===== config.mk =====
export PLATFORM = sky130hd
export DESIGN_NAME = rotary_encoder_button_decoder
export DESIGN_NICKNAME = d
export VERILOG_FILES = /design/src/hdl/renc_pkg.sv /design/src/hdl/renc_button.sv /design/src/hdl/renc_knob.sv /design/src/hdl/rotary_encoder_button_decoder.sv
export SDC_FILE = /design/constraint.sdc
export NUM_CORES = 1
export LEC_CHECK = 0
export BUFFER_PORTS_ARGS = -buffer_cell sky130_fd_sc_hd__buf_2
export CORE_MARGIN = 2
export CORE_UTILIZATION = 25
export DETAILED_ROUTE_END_ITERATION = 6
export GPL_ROUTABILITY_DRIVEN = 0
export GPL_TIMING_DRIVEN = 0
export SLEW_MARGIN = 15
export SYNTH_ARGS = -nofsm -noshare
export SYNTH_HDL_FRONTEND = slang
export SYNTH_SLANG_ARGS = --single-unit

===== constraint.sdc =====
create_clock -name aclk -period 18.8 [get_ports aclk]
set_input_delay 1.88 -clock aclk [delete_from_list [all_inputs] [get_ports aclk]]
set_output_delay 1.88 -clock aclk [all_outputs]
set_load 0.03 [all_outputs]

===== src/hdl/renc_pkg.sv =====
// Shared types, constants and the code-to-phase map of the rotary encoder decoder.
// No dependencies.
package renc_pkg;

    localparam int COUNT_WIDTH_DEF = 16;
    localparam int HOLD_WIDTH      = 17;
    localparam int LEVEL_WIDTH     = 6;
    localparam int HOLD_CFG_WIDTH  = 16;

    localparam logic [LEVEL_WIDTH-1:0]    LEVEL_MAX = 6'd50;
    localparam logic [LEVEL_WIDTH-1:0]    LEVEL_ON  = 6'd37;
    localparam logic [LEVEL_WIDTH-1:0]    LEVEL_OFF = 6'd12;
    localparam logic [HOLD_WIDTH-1:0]     HOLD_MAX  = '1;
    localparam logic [HOLD_CFG_WIDTH-1:0] HOLD_TICKS_RESET = 16'd1000;

    localparam logic [2:0] PHASE_UNKNOWN = 3'd0;
    localparam logic [2:0] PHASE_FIRST   = 3'd1;
    localparam logic [2:0] PHASE_LAST    = 3'd4;

    typedef enum logic [1:0] {
        EVT_NONE   = 2'd0,
        EVT_DETENT = 2'd1,
        EVT_PRESS  = 2'd2,
        EVT_HOLD   = 2'd3
    } event_kind_t;

    localparam logic signed [1:0] DIR_ZERO = 2'sb00;
    localparam logic signed [1:0] DIR_UP   = 2'sb01;
    localparam logic signed [1:0] DIR_DOWN = 2'sb11;

    typedef struct packed {
        logic hold_fire;
        logic press_event;
    } btn_evt_t;

    typedef struct packed {
        logic up;
        logic down;
    } knob_evt_t;

    // Gray order: code 0 -> 1, 1 -> 2, 3 -> 3, 2 -> 4
    function automatic logic [2:0] phase_of_code(input logic [1:0] code);
        logic [2:0] ph;
        case (code)
            2'b00:   ph = 3'd1;
            2'b01:   ph = 3'd2;
            2'b11:   ph = 3'd3;
            2'b10:   ph = 3'd4;
            default: ph = 3'd1;
        endcase
        return ph;
    endfunction

endpackage


===== src/hdl/renc_button.sv =====
// Button integrator with hysteresis and the long-hold counter.
// Depends on renc_pkg.
module renc_button import renc_pkg::*; (
    input  logic                      aclk,
    input  logic                      aresetn,
    input  logic                      advance,
    input  logic                      pressed,
    input  logic [HOLD_CFG_WIDTH-1:0] long_hold_ticks,
    output btn_evt_t                  evt
);

    logic [HOLD_WIDTH-1:0]  hold_reg, hold_next, hold_inc;
    logic [LEVEL_WIDTH-1:0] level_reg, level_next;
    logic                   latched_reg, latched_next;

    always_comb begin
        if (pressed) begin
            hold_inc   = (hold_reg == HOLD_MAX) ? hold_reg : hold_reg + 1'b1;
            level_next = (level_reg == LEVEL_MAX) ? level_reg : level_reg + 1'b1;
        end else begin
            hold_inc   = '0;
            level_next = (level_reg == '0) ? level_reg : level_reg - 1'b1;
        end

        evt.hold_fire   = hold_inc > {1'b0, long_hold_ticks};
        hold_next       = evt.hold_fire ? '0 : hold_inc;

        evt.press_event = (level_next > LEVEL_ON) && !latched_reg;
        if (level_next > LEVEL_ON) begin
            latched_next = 1'b1;
        end else if (level_next < LEVEL_OFF) begin
            latched_next = 1'b0;
        end else begin
            latched_next = latched_reg;
        end
    end

    always_ff @(posedge aclk) begin
        if (!aresetn) begin
            hold_reg    <= '0;
            level_reg   <= '0;
            latched_reg <= 1'b0;
        end else if (advance) begin
            hold_reg    <= hold_next;
            level_reg   <= level_next;
            latched_reg <= latched_next;
        end
    end

endmodule


===== src/hdl/renc_knob.sv =====
// Quadrature phase tracker, step counter and detent detection.
// Depends on renc_pkg.
module renc_knob import renc_pkg::*; #(
    parameter int COUNT_WIDTH = COUNT_WIDTH_DEF
) (
    input  logic      aclk,
    input  logic      aresetn,
    input  logic      advance,
    input  logic [1:0] code,
    input  logic      detent_ok,
    output knob_evt_t evt
);

    logic [2:0]             phase_reg, phase_next;
    logic [2:0]             up_phase, down_phase, target;
    logic [COUNT_WIDTH-1:0] step_reg, step_next;
    logic [COUNT_WIDTH-1:0] reported_reg, reported_next;
    logic [COUNT_WIDTH-1:0] diff;

    always_comb begin
        up_phase   = {1'b0, phase_reg[1:0]} + 3'd1;
        down_phase = {1'b0, phase_reg[1:0] + 2'd2} + 3'd1;
        target     = phase_of_code(code);
        phase_next = phase_reg;
        step_next  = step_reg;
        if (phase_reg >= PHASE_FIRST && phase_reg <= PHASE_LAST) begin
            if (target == up_phase) begin
                phase_next = up_phase;
                step_next  = step_reg + 1'b1;
            end else if (target == down_phase) begin
                phase_next = down_phase;
                step_next  = step_reg - 1'b1;
            end
        end else begin
            // unknown phase: adopt the current code without counting
            phase_next = target;
        end

        diff     = step_next - reported_reg;
        evt.up   = !diff[COUNT_WIDTH-1] && (diff > COUNT_WIDTH'(3));
        evt.down = diff[COUNT_WIDTH-1] && ((~diff) > COUNT_WIDTH'(2));

        reported_next = reported_reg;
        if (detent_ok && evt.up) begin
            reported_next = reported_reg + COUNT_WIDTH'(4);
        end else if (detent_ok && evt.down) begin
            reported_next = reported_reg - COUNT_WIDTH'(4);
        end
    end

    always_ff @(posedge aclk) begin
        if (!aresetn) begin
            phase_reg    <= PHASE_UNKNOWN;
            step_reg     <= '0;
            reported_reg <= '0;
        end else if (advance) begin
            phase_reg    <= phase_next;
            step_reg     <= step_next;
            reported_reg <= reported_next;
        end
    end

endmodule


===== src/hdl/rotary_encoder_button_decoder.sv =====
// Top level of the rotary encoder and button decoder: input register,
// event priority, result register. Depends on renc_pkg, renc_button, renc_knob.
//
// Each input item is one sampling tick of the active-low pins A, B and button;
// each item yields exactly one result item (event kind and direction). The block
// takes one item per clock: a sample is held in the input register, all state
// (quadrature phase, step and reported counts, integrator, hold counter) is
// updated by a single combinational pass, and the result lands in the output
// register with that state once it is free or being taken. A stalled
// result holds the pipe; the input side stays ready while the input register is
// empty or the output register is free or being taken.
// The long-hold threshold is written through cfg_wr_en/cfg_wr_data (reset 1000).
module rotary_encoder_button_decoder import renc_pkg::*; #(
    parameter int COUNT_WIDTH = COUNT_WIDTH_DEF
) (
    input  logic                      aclk,
    input  logic                      aresetn,
    input  logic                      cfg_wr_en,
    input  logic [HOLD_CFG_WIDTH-1:0] cfg_wr_data,   // long_hold_ticks
    input  logic                      s_tvalid,
    output logic                      s_tready,
    input  logic [7:0]                s_tdata,       // [0] pin_a, [1] pin_b, [2] button_pin
    output logic                      m_tvalid,
    input  logic                      m_tready,
    output logic [7:0]                m_tdata,       // [1:0] direction
    output logic [1:0]                m_tuser        // [1:0] event_kind
);

    logic [HOLD_CFG_WIDTH-1:0] long_hold_reg;
    logic                      in_valid_reg;
    logic [2:0]                pins_reg;
    logic                      m_valid_reg;
    event_kind_t               kind_reg, kind_next;
    logic signed [1:0]         dir_reg, dir_next;
    logic                      out_free, advance;
    btn_evt_t                  btn_evt;
    knob_evt_t                 knob_evt;

    assign out_free = !m_valid_reg || m_tready;
    assign advance  = in_valid_reg && out_free;
    assign s_tready = !in_valid_reg || out_free;

    renc_button u_button (
        .aclk            (aclk),
        .aresetn         (aresetn),
        .advance         (advance),
        .pressed         (!pins_reg[2]),
        .long_hold_ticks (long_hold_reg),
        .evt             (btn_evt)
    );

    renc_knob #(
        .COUNT_WIDTH (COUNT_WIDTH)
    ) u_knob (
        .aclk      (aclk),
        .aresetn   (aresetn),
        .advance   (advance),
        .code      ({!pins_reg[1], !pins_reg[0]}),
        .detent_ok (!btn_evt.hold_fire && !btn_evt.press_event),
        .evt       (knob_evt)
    );

    // long hold beats press, press beats detent
    always_comb begin
        kind_next = EVT_NONE;
        dir_next  = DIR_ZERO;
        if (btn_evt.hold_fire) begin
            kind_next = EVT_HOLD;
        end else if (btn_evt.press_event) begin
            kind_next = EVT_PRESS;
        end else if (knob_evt.up) begin
            kind_next = EVT_DETENT;
            dir_next  = DIR_UP;
        end else if (knob_evt.down) begin
            kind_next = EVT_DETENT;
            dir_next  = DIR_DOWN;
        end
    end

    always_ff @(posedge aclk) begin
        if (!aresetn) begin
            long_hold_reg <= HOLD_TICKS_RESET;
            in_valid_reg  <= 1'b0;
            m_valid_reg   <= 1'b0;
        end else begin
            if (cfg_wr_en) begin
                long_hold_reg <= cfg_wr_data;
            end
            if (s_tready) begin
                in_valid_reg <= s_tvalid;
            end
            if (out_free) begin
                m_valid_reg <= in_valid_reg;
            end
        end
    end

    always_ff @(posedge aclk) begin
        if (s_tvalid && s_tready) begin
            pins_reg <= s_tdata[2:0];
        end
        if (advance) begin
            kind_reg <= kind_next;
            dir_reg  <= dir_next;
        end
    end

    assign m_tvalid = m_valid_reg;
    assign m_tdata  = {6'b0, dir_reg};
    assign m_tuser  = kind_reg;

endmodule


* After elaboration in Yosys (flattened, before gate mapping)
Cells that the tools add are included.
** Operators by class
- Reductions and logical operators :: 28
- Equality and inequality tests :: 8
- Bitwise operators :: 1
- $lt $le $gt $ge :: 7
- Mux-type cells :: 22
- Add/sub/neg operators :: 11
** Operator list (count)
- 16-bit 2-to-1 mux :: 5
- 17-bit 2-to-1 mux :: 3
- 16-bit by 2-bit > comparator with 1-bit output, second input constant :: 2
- 6-bit 2-to-1 mux :: 3
- 17-bit by 1-bit adder with 17-bit output, second input constant :: 1
- 17-bit equality test, second input constant :: 1
- 17-bit by 16-bit > comparator with 1-bit output :: 1
- 16-bit by 1-bit adder with 16-bit output, second input constant :: 1
- 16-bit by 3-bit adder with 16-bit output, second input constant :: 1
- 16-bit NOT :: 1
- 16-bit by 1-bit subtractor with 16-bit output, second input constant :: 1
- 16-bit subtractor :: 1
- 16-bit by 3-bit subtractor with 16-bit output, second input constant :: 1
- 3-bit case mux with 4 select lines :: 1
- 1-bit logical AND :: 9
- 3-bit 2-to-1 mux :: 3
- 1-bit zero test :: 8
- 2-bit by 1-bit adder with 3-bit output, second input constant :: 2
- 6-bit by 1-bit adder with 6-bit output, second input constant :: 1
- 3-bit equality test :: 2
- 6-bit equality test, second input constant :: 1
- 6-bit > comparator, second input constant :: 1
- 6-bit zero test :: 1
- 6-bit by 4-bit < comparator with 1-bit output, second input constant :: 1
- 15 further kinds :: 25
** Storage, ports and cells
- Bits in registers :: 84
- Input bits :: 29

* Logic depth before layout (Yosys ltp)
Gate-level depths: netlist of the first run.
- Depth after elaboration :: 14
- Depth in mapped cells :: 31

* Modules after synthesis
A second synthesis of the first run with hierarchy kept.
** Second synthesis, totals
- Cell total of the unflattened synthesis :: 839
- Area total of the unflattened synthesis :: 6623.9 µm²
** Modules (own cells, without submodules)
- renc_knob :: instances 1, cells each 467, area each 3455.8 µm²
- renc_button :: instances 1, cells each 289, area each 2182.1 µm²
- rotary_encoder_button_decoder :: instances 1, cells each 83, area each 985.9 µm²

* Least setup slack after synthesis of the first run
No wires, ideal clock.
- Path kind :: register -> register
- Start point :: register pins_reg[0]
- End point :: register u_knob.reported_reg[14]
- Slack :: 12.254 ns
- Buffers on the path :: 2
- Stages on the path, launching flop included :: 30
- Data required time :: 18.712 ns
- Period minus slack after synthesis :: 6.546 ns
- Library setup time :: 0.088 ns
- Arrival time :: 6.458 ns
- Path through :: edfxtp_1 > inv_1 > ha_1 > xor2_1 > a211o_4 > nor2_8 > clkbuf_1 > nor2_1 > o21ai_0 > xnor2_1 > ha_1 > a21o_1 > or3_1 > o2111a_1 > o31ai_1 > a21oi_1 > xnor2_1 > a41oi_2 > buf_6 > nand2b_1 > ha_1 > nor2b_1 > o21ai_0 > a21boi_0 > o41a_1 > a41o_1 > o41ai_1 > xnor2_1 > nand2_1 > o32ai_2
** On the way
- Word-level cells in the longest chain between the ends :: 14
** RTL lines
- start: declaration :: RTL line rotary_encoder_button_decoder.sv:31 : logic [2:0] pins_reg;
- start signal: assignment :: RTL line rotary_encoder_button_decoder.sv:100 : pins_reg <= s_tdata[2:0];
- 1-bit zero test (*) :: RTL line rotary_encoder_button_decoder.sv:58 : .code ({!pins_reg[1], !pins_reg[0]}),
- 2-bit equality test, or another cell as far along :: RTL line renc_pkg.sv:44 : case (code)
- 3-bit case mux with 4 select lines (*) :: RTL line renc_pkg.sv:44
- 3-bit equality test :: RTL line renc_knob.sv:30 : end else if (target == down_phase) begin
- 16-bit 2-to-1 mux :: RTL line renc_knob.sv:30
- 16-bit 2-to-1 mux (*) :: RTL line renc_knob.sv:27 : if (target == up_phase) begin
- 16-bit 2-to-1 mux (*) :: RTL line renc_knob.sv:26 : if (phase_reg >= PHASE_FIRST && phase_reg <= PHASE_LAST) begin
- via u_knob.step_next[6] :: RTL line renc_knob.sv:16 : logic [COUNT_WIDTH-1:0] step_reg, step_next;
- 16-bit subtractor (*) :: RTL line renc_knob.sv:39 : diff = step_next - reported_reg;
- 16-bit NOT :: RTL line renc_knob.sv:41 : evt.down = diff[COUNT_WIDTH-1] && ((~diff) > COUNT_WIDTH'(2));
- 16-bit by 2-bit > comparator with 1-bit output :: RTL line renc_knob.sv:41
- 1-bit logical AND :: RTL line renc_knob.sv:41
- 1-bit logical AND :: RTL line renc_knob.sv:46 : end else if (detent_ok && evt.down) begin
- 2-bit nonzero test (no line)
- 2-bit AND reduction (no line)
- end signal: assignment :: RTL line renc_knob.sv:59 : reported_reg <= reported_next;
- end: declaration :: RTL line renc_knob.sv:17 : logic [COUNT_WIDTH-1:0] reported_reg, reported_next;
The timed path passes the listed nets; every way through them passes the cells marked *.
A chain may end at the register's enable or synchronous reset.

* Worst setup path in the final report of the first run
- Start point :: register pins_reg[0]
- End point :: register u_knob.reported_reg[15]
The elaborated chain is that of the path after synthesis.

==> flow_summary.ini, run 1 <==
[run]
max_cap_viol_count = 0

[sta]
slew_headroom_pct = 48.0
hold_viol = 0
max_clock_freq_mhz = 130
worstMarginPinSlew_ps = 772
drv_slew = 0
rsz0062_at_grt = false
period_share_pct = 40.9
skew_ps = 10.8
setup_viol_count_final = 0
finalSetupTns_ps = 0
final.min_clock_period_ps = 7680

[power]
p_leak_uw = 0.00304
power_density_nw_per_um2 = 139
peakVddDrop_mv = 0.0844

[die]
fp.dieH_um = 165
num_io_pins = 41
die-area_sq_um = 27100
core_area_sq_um = 25300
fp.dieW_um = 165
start_util_pct = 25.5
std_cell_rows = 58

[cts]
clock_latency_ps = 350
h-tree-depth = 3
clock_path_buffers = 2
hold_buffers = 0
cts-resized-gates = 0
cts_sinks = 82
cts-buffers-inserted = 9
cts_tree = yes
clockRootBuffer = clkbuf_16
path_clk_slew_ps = 60
postCtsSetupBuffers = 0

[finish]
fillers = 2733
drive_above_1_share_pct = 9.81
area_growth_pct = 13.6
antennaDiodeCount = 0
final_area_sq_um = 7320
largest_reg_flops = 17
layout.nets = 937

[worst_hold_path]
hp-class = flip-flop to flip-flop

[place]
portBuffers = 27
postPlaceCellArea_sq_um = 7010
dp_hpwl_um = 12500

[routing]
drt-initial-drc-count = 478
finalWirelength_um = 16500
dr_total_vias = 5726
ant_nets = 0
dr.pass1.iters = 5
drc = 0
viasPerCell = 4.83
wire_per_inst_um = 13.9

[critical_path]
arrival_ps = 7960
slowest_stage = clkbuf_1
crit_path_max_incr_delay_ps = 440
worstSetupEndpointType = flip-flop
crit_path_start_kind = flip-flop
crit_path_max_fanout = 13
cpMostUsedCell = ha_1
required_ps = 19070
crit_type = flip-flop to flip-flop

[synthesis]
synth_cells = 808
synth-main-ff-cell = dfxtp_1
synthTopCellsByArea = dfxtp_1 (23%), ha_1 (11%), nor2_1 (6.6%)
yosysTopAreaCell = dfxtp_1
syn_avg_cell_area_sq_um = 7.98
synth_top_area_share_pct = 23.3
syn_area_sq_um = 6440
async_flop_share_pct = 0
synth.distinct_cells = 81
ys.warnings.count = 0
synth_edf_count = 7
synth_seq_cells = 82
yosysSeqAreaShare_pct = 26.6

[global_routing]
grt_max_degree = 16
antenna_found_initial = 0
grt_pass1_vias = 5326
grt-ovfl-total = 0
grt_pass1_wl_um = 26800
gr-usage-all-layers_pct = 12.4

[run_status]
status = completed
cell usage after synthesis (all sizes together) (6+ instances only):
library cell	n
nor2	117
dfxtp	75
nand2	69
ha	55
inv	53
a21oi	42
xor2	35
clkbuf	30
o21ai	26
xnor2	26
nand3	23
nor3	22
mux2i	21
buf	18
a22oi	14
o31ai	11
nand4	10
and3	9
and4	9
nand2b	9
o211ai	9
or3	9
a21o	8
o2111ai	8
and2	7
edfxtp	7
o21a	7
nor2b	6
final timing paths:
| kind | from | end | slack (ps) | cells after the start |
|---|---|---|---|---|
| hold / removal | u_button.latched_reg$_SDFFE_PN0P_ | u_button.latched_reg$_SDFFE_PN0P_ | 490 | 2 |
| setup / recovery | pins_reg[0]$_DFFE_PP_ | u_knob.reported_reg[15]$_SDFFE_PN0P_ | 11120 | 29 |
| setup reg to reg | pins_reg[0]$_DFFE_PP_ | u_knob.reported_reg[15]$_SDFFE_PN0P_ | 11120 | 29 |
| hold reg to reg | u_button.latched_reg$_SDFFE_PN0P_ | u_button.latched_reg$_SDFFE_PN0P_ | 490 | 2 |
metrics by stage:
step	total power [uW]	setup slack, ps	cells	util, %	hold slack, ps
final	1020	11120	1186	29.0	487
after global routing	1110	10510	1186	29.0	507
after CTS	1020	11150	1186	29.0	486
after detailed placement	831	11210	1170	27.8	475
after global placement	827	11190	1170	27.8	468
after floorplan	712	12250	813	-	449
layout make-up:
cell class                      instances  area, sq um  share of cell area, %
Buffer                                 48          235                   3.21
Clock buffer                            9          225                   3.08
Clock inverter                          7         76.3                   1.04
Inverter                               53          199                   2.72
Multi-Input combinational cell        630         4330                   59.1
Sequential cell                        82         1710                   23.4
Tap cell                              330          413                   5.64
Timing Repair Buffer                   27          135                   1.85
layout by cell type (no fill, tap or decap), types with 10 or more instances in the layout:
cell type,Yosys,routed
nor2_1,114,114
dfxtp_1,75,75
nand2_1,68,68
ha_1,55,55
inv_1,52,52
a21oi_1,42,42
xor2_1,35,35
buf_2,5,32
clkbuf_1,30,30
xnor2_1,25,25
o21ai_0,23,23
nand3_1,23,23
nor3_1,21,21
mux2i_1,21,21
a22oi_1,13,13
nand4_1,10,10
kinds of logic (layout without fill, tap and decap cells):
group,Yosys count,count (layout),share of synthesized area (%)
AOI/OAI and AO/OA,174,174,20.3
xor gates and xnor gates,61,61,8.41
adders and majority gates,57,57,11.3
buffers and inverters,101,144,6.74
DFF,82,82,26.6
muxes,21,21,3.26
other,1,6,0.0582
and+or+nand+nor,311,311,23.3
where the power goes:
part           total [uW]  internal, uW  switching, uW
combinational         626           256            370
clock                 184           104           79.6
sequential            210           197           13.1
worst max-delay path: cells and delay by family, from the launching register on:
kind | cells | cell delay, ps
compound gates | 14 | 3530
buf+inv | 3 | 710
xor+xnor | 3 | 590
flops | 1 | 380
simple gates | 5 | 1040
fa+ha+maj | 3 | 1120
mux | 1 | 210
per-layer routing:
metal  GRT usage (%)  routed length (um)
met1            16.5                8040
met2            20.4                7550
met3            2.69                 698
met4            3.24                 225
met5               0                   0
(Power assumes the default switching activity.)
==> run 2, diff against run 1 <==
==> constraint.sdc (replaced) <==
create_clock -name aclk -period 7.6 [get_ports aclk]
set_input_delay 0.76 -clock aclk [delete_from_list [all_inputs] [get_ports aclk]]
set_output_delay 0.76 -clock aclk [all_outputs]
set_load 0.03 [all_outputs]
==> flow_summary.ini, run 2 (synthesis gave the netlist of run 1 again) <==
[run_status]
status = completed

[die]
fp.dieW_um = 165
num_io_pins = 41
fp.dieH_um = 165
start_util_pct = 25.5
die-area_sq_um = 27100
std_cell_rows = 58
core_area_sq_um = 25300

[place]
dp_hpwl_um = 12500
portBuffers = 27
dp.cells = 1170
post-place-ws_ps = 13.7

[routing]
finalWirelength_um = 16500
dr_total_vias = 5699
wire_per_inst_um = 13.9
drt-initial-drc-count = 415
viasPerCell = 4.81
ant_nets = 0
drc = 0
dr.pass1.iters = 5

[critical_path]
arrival_ps = 7290
crit_path_max_incr_delay_ps = 450
cpMostUsedCell = ha_1
crit_type = flip-flop to flip-flop
crit_path_max_fanout = 13
slowest_stage = or3_1
crit_path_start_kind = flip-flop
required_ps = 7870
worstSetupEndpointType = flip-flop

[sta]
slew_headroom_pct = 47.3
fin_ws_ps = 581
setup_viol_count_final = 0
rsz0062_at_grt = false
drv_slew = 0
skew_ps = 7.96
hold_viol = 0
period_share_pct = 92.4
worstMarginPinSlew_ps = 782
final.min_clock_period_ps = 7020
max_clock_freq_mhz = 142

[finish]
antennaDiodeCount = 0
area_growth_pct = 14.1
drive_above_1_share_pct = 10.5
layout_common_cells = nor2_1 (113), dfxtp_1 (75), nand2_1 (68)
seq_area_sq_um = 1710
fillers = 2731
multi_input_area_sq_um = 4370
largest_reg_flops = 17
layout.nets = 935
final_common_cell = nor2_1
instances_no_fill = 1184

[cts]
cts_tree = yes
path_clk_slew_ps = 70
clock_path_buffers = 2
clock_latency_ps = 350
h-tree-depth = 3
hold_buffers = 0
postCtsSetupBuffers = 0
clockRootBuffer = clkbuf_16
cts-buffers-inserted = 9
cts_sinks = 82

[global_routing]
grt_pass1_vias = 5308
grt-ovfl-total = 0
grt_max_degree = 18
gr-usage-all-layers_pct = 12.4
antenna_found_initial = 0
grt_pass1_wl_um = 26700

[power]
peakVddDrop_mv = 0.211
power_density_nw_per_um2 = 347
p_leak_uw = 0.00305

[run]
max_cap_viol_count = 0

[worst_hold_path]
hp-class = flip-flop to flip-flop
==> run 2: per-stage QoR <==
stage | utilization [%] | cell area [sq um] | setup TNS, ps | total power (uW) | hold WS, ps
3_5_place_dp | 27.8 | 7010 | 0 | 2050 | 475
5_1_grt | 29.1 | 7350 | 0 | 2770 | 507
6_report | 29.1 | 7350 | 0 | 2550 | 489
2_1_floorplan | - | 6460 | 0 | 1760 | 449
3_3_place_gp | 27.8 | 7010 | -9.12 | 2050 | 468
4_1_cts | 28.9 | 7310 | 0 | 2530 | 486
==> run 2: critical path, delay by kind of cell (launching register included) <==
| kind | cells | cell delay, ps |
|---|---|---|
| compound gates | 14 | 3130 |
| fa+ha+maj | 3 | 1070 |
| simple gates | 4 | 1040 |
| xor+xnor | 3 | 680 |
| buf+inv | 3 | 410 |
| flops | 1 | 370 |
| mux | 1 | 210 |
==> run 2: final timing paths <==
kind,from,to,slack [ps],cells past startpoint
max reg2reg,u_knob.phase_reg[0]$_SDFFE_PN0P_,u_knob.reported_reg[15]$_SDFFE_PN0P_,580,28
min reg2reg,u_button.latched_reg$_SDFFE_PN0P_,u_button.latched_reg$_SDFFE_PN0P_,490,2
max,u_knob.phase_reg[0]$_SDFFE_PN0P_,u_knob.reported_reg[15]$_SDFFE_PN0P_,580,28
min,u_button.latched_reg$_SDFFE_PN0P_,u_button.latched_reg$_SDFFE_PN0P_,490,2
==> run 2: report_power, final <==
| part | internal (uW) | switching, uW | total [uW] | leakage [uW] |
|---|---|---|---|---|
| registers | 487 | 32.4 | 520 | 0.000678 |
| clock network | 258 | 196 | 454 | 0.000150 |
| logic | 649 | 927 | 1580 | 0.00222 |
| total | 1390 | 1160 | 2550 | 0.00305 |
==> run 2: final cells by class <==
class	count	share of cell area [%]
sequential	82	23.3
buffer	46	3.10
clock inverter	7	1.04
timing repair buffer	27	1.84
clock buffer	9	3.06
tap	330	5.61
multi-input combinational	630	59.4
inverter	53	2.71
==> run 2: per-layer routing <==
metal / up-vias / global-route usage, % / routed length, um
met4: 0 / 3.24 / 226
met1: 2637 / 16.4 / 7970
li1: 2949 / - / -
met3: 19 / 2.69 / 672
met2: 94 / 20.3 / 7590
met5: - / 0 / 0
==> run 2: timing repair <==
| action | 4_1_cts | 5_1_grt |
|---|---|---|
| gates resized for setup | 0 | 8 |
| setup endpoints to repair | 2 | 8 |
| pin swaps | 0 | 1 |
